[config.mk]
export PLATFORM = sky130hd
export DESIGN_NAME = dual_pwm_staged_commit
export DESIGN_NICKNAME = d
export VERILOG_FILES = /design/src/rtl/core/dpsc_pkg.sv /design/src/rtl/core/dual_pwm_staged_commit.sv
export SDC_FILE = /design/constraint.sdc
export NUM_CORES = 2
export LEC_CHECK = 0
export BUFFER_PORTS_ARGS = -buffer_cell sky130_fd_sc_hd__buf_2
export CAP_MARGIN = 20
export CORE_ASPECT_RATIO = 1.75
export CORE_UTILIZATION = 48
export CTS_CLUSTER_DIAMETER = 50
export DETAILED_ROUTE_END_ITERATION = 10
export PLACE_DENSITY = 0.72
export SYNTH_ARGS = -nofsm -noshare
export SYNTH_HDL_FRONTEND = slang
export SYNTH_SLANG_ARGS = --single-unit
[constraint.sdc]
create_clock -name clk -period 15.3 [get_ports clk]
set_input_delay 3.06 -clock clk [delete_from_list [all_inputs] [get_ports clk]]
set_output_delay 3.06 -clock clk [all_outputs]
set_load 0.01 [all_outputs]
[src/rtl/core/dpsc_pkg.sv]
// Shared types, codes and constants for the dual-channel staged-commit PWM.
// Holds the request codes, field widths and the divide-by-65535 helper.
// No dependencies.
package dpsc_pkg;

	// Field widths
	localparam int unsigned PERIOD_W = 24;
	localparam int unsigned DUTY_W   = 16;
	localparam int unsigned TIME_W   = 32;
	localparam int unsigned REQ_W    = 2;

	// Product of duty and period plus the rounding bias
	localparam int unsigned PROD_W   = DUTY_W + PERIOD_W;
	// Quotient width: a compare never exceeds the period
	localparam int unsigned QUOT_W   = PERIOD_W;

	localparam logic [PERIOD_W-1:0] PERIOD_RESET = PERIOD_W'(500000);
	localparam int unsigned COUNTER_WIDTH_DEF = 24;

	localparam logic [PROD_W-1:0] ROUND_BIAS = PROD_W'(32767);
	localparam logic [16:0]       DUTY_FULL  = 17'(65535);

	// Request codes
	typedef enum logic [REQ_W-1:0] {
		REQ_TICK     = 2'd0,
		REQ_STAGE    = 2'd1,
		REQ_TAKE     = 2'd2,
		REQ_FORCEOFF = 2'd3
	} req_t;

	// One result item
	typedef struct packed {
		logic              pwm_one_level;
		logic              pwm_two_level;
		logic              commit_taken;
		logic [TIME_W-1:0] commit_time_us;
		logic              stage_pending;
	} result_t;

	// floor(x / 65535) for x below 65535 * 2^24, no divider:
	// x = 65535*a + (a+b), then the same fold once more on the small sum.
	function automatic logic [QUOT_W-1:0] div_full(input logic [PROD_W-1:0] x);
		logic [QUOT_W-1:0] a;
		logic [15:0]       b;
		logic [QUOT_W:0]   s;
		logic [8:0]        c;
		logic [15:0]       d;
		logic [16:0]       e;
		a = x[PROD_W-1:16];
		b = x[15:0];
		s = {1'b0, a} + {9'b0, b};
		c = s[QUOT_W:16];
		d = s[15:0];
		e = {8'b0, c} + {1'b0, d};
		return a + QUOT_W'(c) + QUOT_W'(e >= DUTY_FULL);
	endfunction

endpackage

[src/rtl/core/dual_pwm_staged_commit.sv]
// Top level of the two-channel edge-aligned PWM with preload and commit handshake.
// Input register, combinational state update, three-entry result queue.
// Depends on dpsc_pkg.
//
//  channel | signals                                         | role
//  --------+-------------------------------------------------+-------------------------
//  in      | in_valid, in_ready, req_type, duty_one,         | request items
//          | duty_two, now_us                                |
//  out     | out_valid, out_ready, pwm_one_level,            | one result per item
//          | pwm_two_level, commit_taken, commit_time_us,    |
//          | stage_pending                                   |
//  cfg     | cfg_valid, cfg_ready, cfg_data                  | period_ticks write
//
// One item per cycle sustained while the output takes results; an accepted item
// passes the input register, is then written to the queue and can leave it. The
// state update is combinational logic on the registered item: the duty multiply
// for stage items and the divide-by-65535 fold on period wraps set that path.
// in_ready comes from registers only: it stays high while the queue and the
// input register together hold fewer than three items, so at most three items
// sit in the block before a stalled output stops the input. Reset clears the
// control and timer state; no clearing pass.
module dual_pwm_staged_commit #(
	parameter int unsigned COUNTER_WIDTH = dpsc_pkg::COUNTER_WIDTH_DEF
) (
	input  logic                           clk,
	input  logic                           arst_n,

	input  logic                           in_valid,
	output logic                           in_ready,
	input  logic [dpsc_pkg::REQ_W-1:0]     req_type,
	input  logic [dpsc_pkg::DUTY_W-1:0]    duty_one,
	input  logic [dpsc_pkg::DUTY_W-1:0]    duty_two,
	input  logic [dpsc_pkg::TIME_W-1:0]    now_us,

	output logic                           out_valid,
	input  logic                           out_ready,
	output logic                           pwm_one_level,
	output logic                           pwm_two_level,
	output logic                           commit_taken,
	output logic [dpsc_pkg::TIME_W-1:0]    commit_time_us,
	output logic                           stage_pending,

	input  logic                           cfg_valid,
	output logic                           cfg_ready,
	input  logic [dpsc_pkg::PERIOD_W-1:0]  cfg_data
);

	localparam int unsigned W  = COUNTER_WIDTH;
	localparam int unsigned QW = dpsc_pkg::QUOT_W;
	localparam int unsigned MW = (W > QW) ? W : QW;
	localparam int unsigned LW = ((W + 1) > dpsc_pkg::PERIOD_W) ? (W + 1) : dpsc_pkg::PERIOD_W;
	localparam int unsigned QDEPTH = 3;
	localparam logic [W-1:0] CNT_MAX = {W{1'b1}};

	// Quotient saturated to the counter width
	function automatic logic [W-1:0] to_compare(input logic [dpsc_pkg::PROD_W-1:0] x);
		logic [MW-1:0] q;
		q = MW'(dpsc_pkg::div_full(x));
		return (q > MW'(CNT_MAX)) ? CNT_MAX : W'(q);
	endfunction

	// Configuration
	logic [dpsc_pkg::PERIOD_W-1:0] period_q;

	assign cfg_ready = 1'b1;

	always_ff @(posedge clk or negedge arst_n) begin
		if (!arst_n) begin
			period_q <= dpsc_pkg::PERIOD_RESET;
		end else if (cfg_valid && cfg_ready) begin
			period_q <= cfg_data;
		end
	end

	// Input register
	logic                          valid_s1;
	dpsc_pkg::req_t                req_s1;
	logic [dpsc_pkg::DUTY_W-1:0]   duty_one_s1;
	logic [dpsc_pkg::DUTY_W-1:0]   duty_two_s1;
	logic [dpsc_pkg::TIME_W-1:0]   now_s1;
	logic [1:0]                    qcnt_q;
	logic                          in_acc;

	assign in_ready = ({1'b0, qcnt_q} + {2'b0, valid_s1}) < 3'(QDEPTH);
	assign in_acc   = in_valid && in_ready;

	always_ff @(posedge clk or negedge arst_n) begin
		if (!arst_n) begin
			valid_s1 <= 1'b0;
		end else begin
			valid_s1 <= in_acc;
		end
	end

	always_ff @(posedge clk) begin
		if (in_acc) begin
			req_s1      <= dpsc_pkg::req_t'(req_type);
			duty_one_s1 <= duty_one;
			duty_two_s1 <= duty_two;
			now_s1      <= now_us;
		end
	end

	// Timer state
	logic [W-1:0]                  cnt_q;
	logic [W-1:0]                  act_one_q, act_two_q;
	logic [dpsc_pkg::PROD_W-1:0]   pre_one_q, pre_two_q;
	logic                          pending_q, ready_q;
	logic [dpsc_pkg::TIME_W-1:0]   stamp_q;

	logic [W-1:0]                  cnt_n;
	logic [W-1:0]                  act_one_n, act_two_n;
	logic [dpsc_pkg::PROD_W-1:0]   pre_one_n, pre_two_n;
	logic                          pending_n, ready_n;
	logic [dpsc_pkg::TIME_W-1:0]   stamp_n;
	logic [W:0]                    cnt_inc;
	logic                          wrap;
	dpsc_pkg::result_t             res;

	// Counter wraps at min(period, 2^W)
	assign cnt_inc = {1'b0, cnt_q} + {{W{1'b0}}, 1'b1};
	assign wrap    = cnt_inc[W] || (LW'(cnt_inc) >= LW'(period_q));

	// Next state and result for the registered item
	always_comb begin
		cnt_n     = cnt_q;
		act_one_n = act_one_q;
		act_two_n = act_two_q;
		pre_one_n = pre_one_q;
		pre_two_n = pre_two_q;
		pending_n = pending_q;
		ready_n   = ready_q;
		stamp_n   = stamp_q;
		res.commit_taken   = 1'b0;
		res.commit_time_us = '0;
		case (req_s1)
			dpsc_pkg::REQ_TICK: begin
				if (wrap) begin
					cnt_n     = '0;
					act_one_n = to_compare(pre_one_q);
					act_two_n = to_compare(pre_two_q);
					if (pending_q) begin
						stamp_n   = now_s1;
						pending_n = 1'b0;
						ready_n   = 1'b1;
					end
				end else begin
					cnt_n = cnt_inc[W-1:0];
				end
			end
			dpsc_pkg::REQ_STAGE: begin
				// Stored with the rounding bias; divided on the wrap
				pre_one_n = duty_one_s1 * period_q + dpsc_pkg::ROUND_BIAS;
				pre_two_n = duty_two_s1 * period_q + dpsc_pkg::ROUND_BIAS;
				pending_n = 1'b1;
				ready_n   = 1'b0;
			end
			dpsc_pkg::REQ_TAKE: begin
				if (ready_q) begin
					res.commit_taken   = 1'b1;
					res.commit_time_us = stamp_q;
					ready_n            = 1'b0;
				end
			end
			dpsc_pkg::REQ_FORCEOFF: begin
				cnt_n     = '0;
				act_one_n = '0;
				act_two_n = '0;
				pre_one_n = '0;
				pre_two_n = '0;
				pending_n = 1'b0;
				ready_n   = 1'b0;
			end
			default: begin
			end
		endcase
		res.pwm_one_level = cnt_n < act_one_n;
		res.pwm_two_level = cnt_n < act_two_n;
		res.stage_pending = pending_n;
	end

	// Zero preload product gives a compare of zero, matching a cleared preload
	always_ff @(posedge clk or negedge arst_n) begin
		if (!arst_n) begin
			cnt_q     <= '0;
			act_one_q <= '0;
			act_two_q <= '0;
			pre_one_q <= '0;
			pre_two_q <= '0;
			pending_q <= 1'b0;
			ready_q   <= 1'b0;
			stamp_q   <= '0;
		end else if (valid_s1) begin
			cnt_q     <= cnt_n;
			act_one_q <= act_one_n;
			act_two_q <= act_two_n;
			pre_one_q <= pre_one_n;
			pre_two_q <= pre_two_n;
			pending_q <= pending_n;
			ready_q   <= ready_n;
			stamp_q   <= stamp_n;
		end
	end

	// Result queue
	dpsc_pkg::result_t res_q [QDEPTH];
	logic [1:0]        wptr_q, rptr_q;
	logic              pop;

	assign out_valid = (qcnt_q != 2'd0);
	assign pop       = out_valid && out_ready;

	always_ff @(posedge clk or negedge arst_n) begin
		if (!arst_n) begin
			wptr_q <= '0;
			rptr_q <= '0;
			qcnt_q <= '0;
		end else begin
			if (valid_s1) begin
				wptr_q <= (wptr_q == 2'(QDEPTH - 1)) ? 2'd0 : wptr_q + 2'd1;
			end
			if (pop) begin
				rptr_q <= (rptr_q == 2'(QDEPTH - 1)) ? 2'd0 : rptr_q + 2'd1;
			end
			qcnt_q <= qcnt_q + {1'b0, valid_s1} - {1'b0, pop};
		end
	end

	always_ff @(posedge clk) begin
		if (valid_s1) begin
			res_q[wptr_q] <= res;
		end
	end

	assign pwm_one_level  = res_q[rptr_q].pwm_one_level;
	assign pwm_two_level  = res_q[rptr_q].pwm_two_level;
	assign commit_taken   = res_q[rptr_q].commit_taken;
	assign commit_time_us = res_q[rptr_q].commit_time_us;
	assign stage_pending  = res_q[rptr_q].stage_pending;

endmodule
# Word level (Yosys, flattened, before mapping)
# Memory sizes are Yosys's and may differ from the RTL's.
# Index checks and enable logic that the tools add are counted.
[op_classes]
reduce_logical = 10
order_cmp = 8
mux = 21
addsub = 16
multipliers = 2
n_eq_ne = 7
[ops]
columns = ["operator", "count"]
rows = [
  ["$pmux 40 s2", 2],
  ["$pmux 24 s2", 3],
  ["$mux 24", 5],
  ["$add 40x15->40 const B", 2],
  ["$mul 16x24->40", 2],
  ["$mux 33", 2],
  ["$add 24x16->25", 2],
  ["$add 24x1->24", 2],
  ["$add 24x9->24", 2],
  ["$gt 24x24->1 const B", 2],
  ["$lt 24x24->1", 2],
  ["$add 9x16->17", 2],
  ["$ge 17x16->1 const B", 2],
  ["$add 24x1->25 const B", 1],
  ["$ge 25x24->1", 1],
  ["$eq 2x2->1 const B", 4],
  ["$mux 1", 5],
  ["$add 2x1->2 const B", 2],
  ["$mux 2", 2],
  ["$ne 2x2->1 const B", 2],
  ["$reduce_and 4->1", 1],
  ["$reduce_bool 2->1", 2],
  ["$add 2x1->3", 1],
  ["$lt 3x2->1 const B", 1],
  ["11 further kinds", 12],
]
[word_totals]
out_inout_bits = 39
word_cells = 82
memories = 1
ramBits = 108
register_bits = 283
in_bits = 95
[memory_table]
columns = ["name", "words", "width", "rd", "rd_ports_with_merged_regs", "wr", "line", "rtl"]
rows = [
  ["res_q", 3, 36, 1, 0, 1, "dual_pwm_staged_commit.sv:206", "dpsc_pkg::result_t res_q [QDEPTH];"],
]

# Logic depth before layout (Yosys ltp)
[depth]
ltp_word = 9
depth_mapped = 44
mapped_depth_nobuf = 44

# Worst setup path after synthesis
# OpenSTA, ideal clock, no wires.
[synth_timing]
path_kind = "register to register"
start = "register pre_one_q[17] (netlist name)"
end = "memory res_q[0][35] (netlist name), data pin"
slack_ps = 6640
arrival_time_ps = 8520
path_stages_with_launch = 41
synth_period_minus_slack_ps = 8660
cell_sequence = "dfrtp_1 -> ha_1 -> a21o_1 -> a21o_1 -> a311oi_2 -> a211oi_1 -> o211ai_1 -> a221oi_1 -> o21ai_0 -> xnor2_1 -> inv_1 -> fa_1 -> nor2b_1 -> o21a_1 -> o211ai_1 -> o2bb2ai_1 -> xnor2_1 -> o2111ai_1 -> [5 not listed] -> nand2b_1 -> a21boi_0 -> o21ai_0 -> a211oi_1 -> o21ai_1 -> a2111oi_0 -> xnor2_1 -> nor2_1 -> a21oi_1 -> ha_1 -> a21o_1 -> a21o_1 -> a221oi_1 -> o21ai_0 -> a31oi_1 -> and3_1 -> o21ai_0 -> nand2_1"
[synth_lines]
columns = ["item", "line", "rtl"]
rows = [
  ["start: declaration", "dual_pwm_staged_commit.sv:107", "logic [dpsc_pkg::PROD_W-1:0] pre_one_q, pre_two_q;"],
  ["start signal: assignment", "dual_pwm_staged_commit.sv:197", "pre_one_q <= pre_one_n;"],
  ["end: declaration", "dual_pwm_staged_commit.sv:206", ""],
]

==> results.sh <==
export IMPL_cts_resized=0
export IMPL_max_freq_ghz=0.0962
export IMPL_worstSetupEndpointType="flip-flop"
export IMPL_fin_crit_sh=0.679
export IMPL_die_w_um=236
export IMPL_numCtsBuffers=47
export IMPL_io_buffers=132
export IMPL_synthesis_area_um2=45900
export IMPL_start_util=0.486
export IMPL_rr_startpoint="pre_one_q[17]"
export IMPL_synth_distinct_cells=76
export IMPL_mostFrequentLayoutCells="nand2_1, inv_1, fa_1, ha_1, and2_1"
export IMPL_grt_max_degree=132
export IMPL_drc_errors=0
export IMPL_path_class="reg -> reg"
export IMPL_core_area_um2=94500
export IMPL_layout_commonest_cell="nand2_1"
export IMPL_synth_compound_area_share=0.106
export IMPL_cts_sinks=391
export IMPL_ys_ff_latch=391
export IMPL_required_ps=15750
export IMPL_drtIter0Drc=1987
export IMPL_synth_nets=5922
export IMPL_synthTopCellsByArea="fa_1, dfrtp_1, edfxtp_1"
export IMPL_period_minus_slack_ps=10390
export IMPL_antenna_found_initial=4
export IMPL_rsz0062_at_grt="false"
export IMPL_cp_startpoint="pre_one_q[17]"
export IMPL_clock_path_buffers=3
export IMPL_maxSlewViolCount=0
export IMPL_syn_inst=4810
export IMPL_ant_nets=0
export IMPL_cts_tree="built"
export IMPL_die_h_um=411
export IMPL_cp_slowest_stage_delay_ps=690
export IMPL_relSlewSlack=0.196
export IMPL_clkTransAtPathRegs_ps=60
export IMPL_tightestPinTransition_ps=1210
export IMPL_finalSetupViolCount=0
export IMPL_hp_start="now_s1[18]"
export IMPL_vias_per_cell=5.73
export IMPL_drive_gt1_frac=0.0722
export IMPL_post_synth_top_area_cell="fa_1"
export IMPL_hold_path_class="reg -> reg"
export IMPL_finalSetupTns_ps=0
export IMPL_yosys_area_share_simple=0.144
export IMPL_post_cts_buffers=0
export IMPL_wl_mm=127
export IMPL_critPathSlowestCell="o21ai_0"
export IMPL_synth_top_area_frac=0.282
export IMPL_worstPathArrival_ps=10840
export IMPL_grt_pass1_wl_mm=201
export IMPL_htreeDepth=2
export IMPL_synthArstFlopShare=0.555
export IMPL_clk_latency_ps=660
export IMPL_die_area_um2=97000
export IMPL_clockRootBuffer="clkbuf_16"
export IMPL_synth_edf_count=174
export IMPL_path_max_fanout=7
export IMPL_yosysWarnings=0
export IMPL_firstDrtPassIters=5
export IMPL_holdBufCountCts=0
export IMPL_status="finished clean"
export IMPL_antennaDiodeCount=0
export IMPL_overflow=0
export IMPL_start_kind="flip-flop"
export IMPL_ys_seq_area_frac=0.232
export IMPL_num_rows=149
export IMPL_ios=134
export IMPL_hold_viol_final=0
export IMPL_synthMuxAreaShare=0.0193
export IMPL_synth_ff_type="dfrtp_1"
export IMPL_routedWlPerCell_um=21.0
export IMPL_syn_area_per_cell_um2=9.55
export IMPL_drv_cap=0
export IMPL_globalplace_congestion=0.955
export IMPL_grt_use_total=0.268
export IMPL_area_delta_synth_final_pct=7.39
export IMPL_synth_top_family_by_area="adder cells"
export IMPL_synthAdderAreaFrac=0.383
export IMPL_clock_skew_ps=80.7
export IMPL_synth_xor_area_frac=0.0332
export IMPL_layout_nets=5920
export IMPL_num_vias=34700
export IMPL_grt_pass1_vias=37000
export IMPL_dpl_hpwl_mm=95.8
-- worst max-delay path: cells and delay by family (launching register included) --
kind	cells	cell delay, ps
compound gates	25	6340
xor+xnor	3	520
fa+ha+maj	5	1710
flops	1	430
simple gates	5	1210
-- cells in the mapped netlist (8+ instances only) --
| library cell | instances |
|---|---|
| a2111oi_0 | 9 |
| a211oi_1 | 20 |
| a21boi_0 | 8 |
| a21o_1 | 83 |
| a21oi_1 | 128 |
| a22o_1 | 45 |
| a22oi_1 | 23 |
| a2bb2oi_1 | 12 |
| a31oi_1 | 15 |
| a32o_1 | 22 |
| and2_1 | 233 |
| and3_1 | 51 |
| buf_2 | 11 |
| clkbuf_1 | 219 |
| dfrtp_1 | 210 |
| edfxtp_1 | 174 |
| fa_1 | 648 |
| ha_1 | 369 |
| inv_1 | 763 |
| mux2_4 | 30 |
| mux2i_1 | 38 |
| nand2_1 | 791 |
| nand2b_1 | 25 |
| nand3_1 | 45 |
| nand4_1 | 28 |
| nor2_1 | 122 |
| nor2b_1 | 31 |
| nor3_1 | 46 |
| nor4_1 | 10 |
| o211ai_1 | 15 |
| o21a_1 | 27 |
| o21ai_0 | 204 |
| o21bai_1 | 10 |
| o22ai_1 | 10 |
| o2bb2ai_1 | 18 |
| o31ai_1 | 24 |
| o41ai_1 | 10 |
| or2_2 | 10 |
| or3_1 | 12 |
| xnor2_1 | 102 |
| xor2_1 | 72 |
-- cell families after synthesis --
logic type      count (synthesis)
simple gates                 1426
flops                         391
other cells                     1
fa+ha+maj                    1017
xor+xnor                      174
buf+inv                      1002
compound gates                726
mux                            73
-- final timing paths --
check                           endpoint  slack [ps]  depth (start not counted)
hold reg to reg              stamp_q[18]         480                          1
setup / recovery            res_q[0][35]        4910                         38
setup reg to reg            res_q[0][35]        4910                         38
hold / removal               stamp_q[18]         480                          1
max in group asynchronous   act_two_q[1]       11500                          2
min in group asynchronous  pre_one_q[21]        2450                          1
-- metal layers --
metal  GRT usage  share of wire  up-vias
met2       0.489           0.52     1342
met1       0.285           0.35    17400
met4       0.172          0.070        2
met3      0.0451          0.063      482
met5           0        0.00010        -
li1            -              -    15500
-- cell type report --
type	instances	area, um^2
Sequential cell	391	10700
Multi-Input combinational cell	3417	31500
Timing Repair Buffer	187	1170
Tap cell	1208	1510
Clock buffer	53	1240
Clock inverter	34	357
Fill cell	8479	45200
Inverter	764	2870
-- flip-flops by register name (all words and copies together) (netlist names), 16 cells and up --
register and flops:
act_one_q 24, act_two_q 24, cnt_q 24, duty_one_s1 16, duty_two_s1 16, now_s1 32, period_q 24, pre_one_q 40
pre_two_q 40, res_q 108, stamp_q 32
-- metrics by stage --
stage                     setup slack, ps  cells   util  instance area, um^2  hold slack (ps)
after floorplan                      6640   4810      -                45900              450
after global placement               4950   5962  0.504                47600              463
after detailed placement             4980   5964  0.504                47700              467
after CTS                            4840   6051  0.521                49300              481
after global routing                 4110   6054  0.522                49300              492
final                                4910   6054  0.522                49300              478
Power is not shown: default switching activity piles up to over one toggle a cycle in this logic, so the estimate is an artifact.
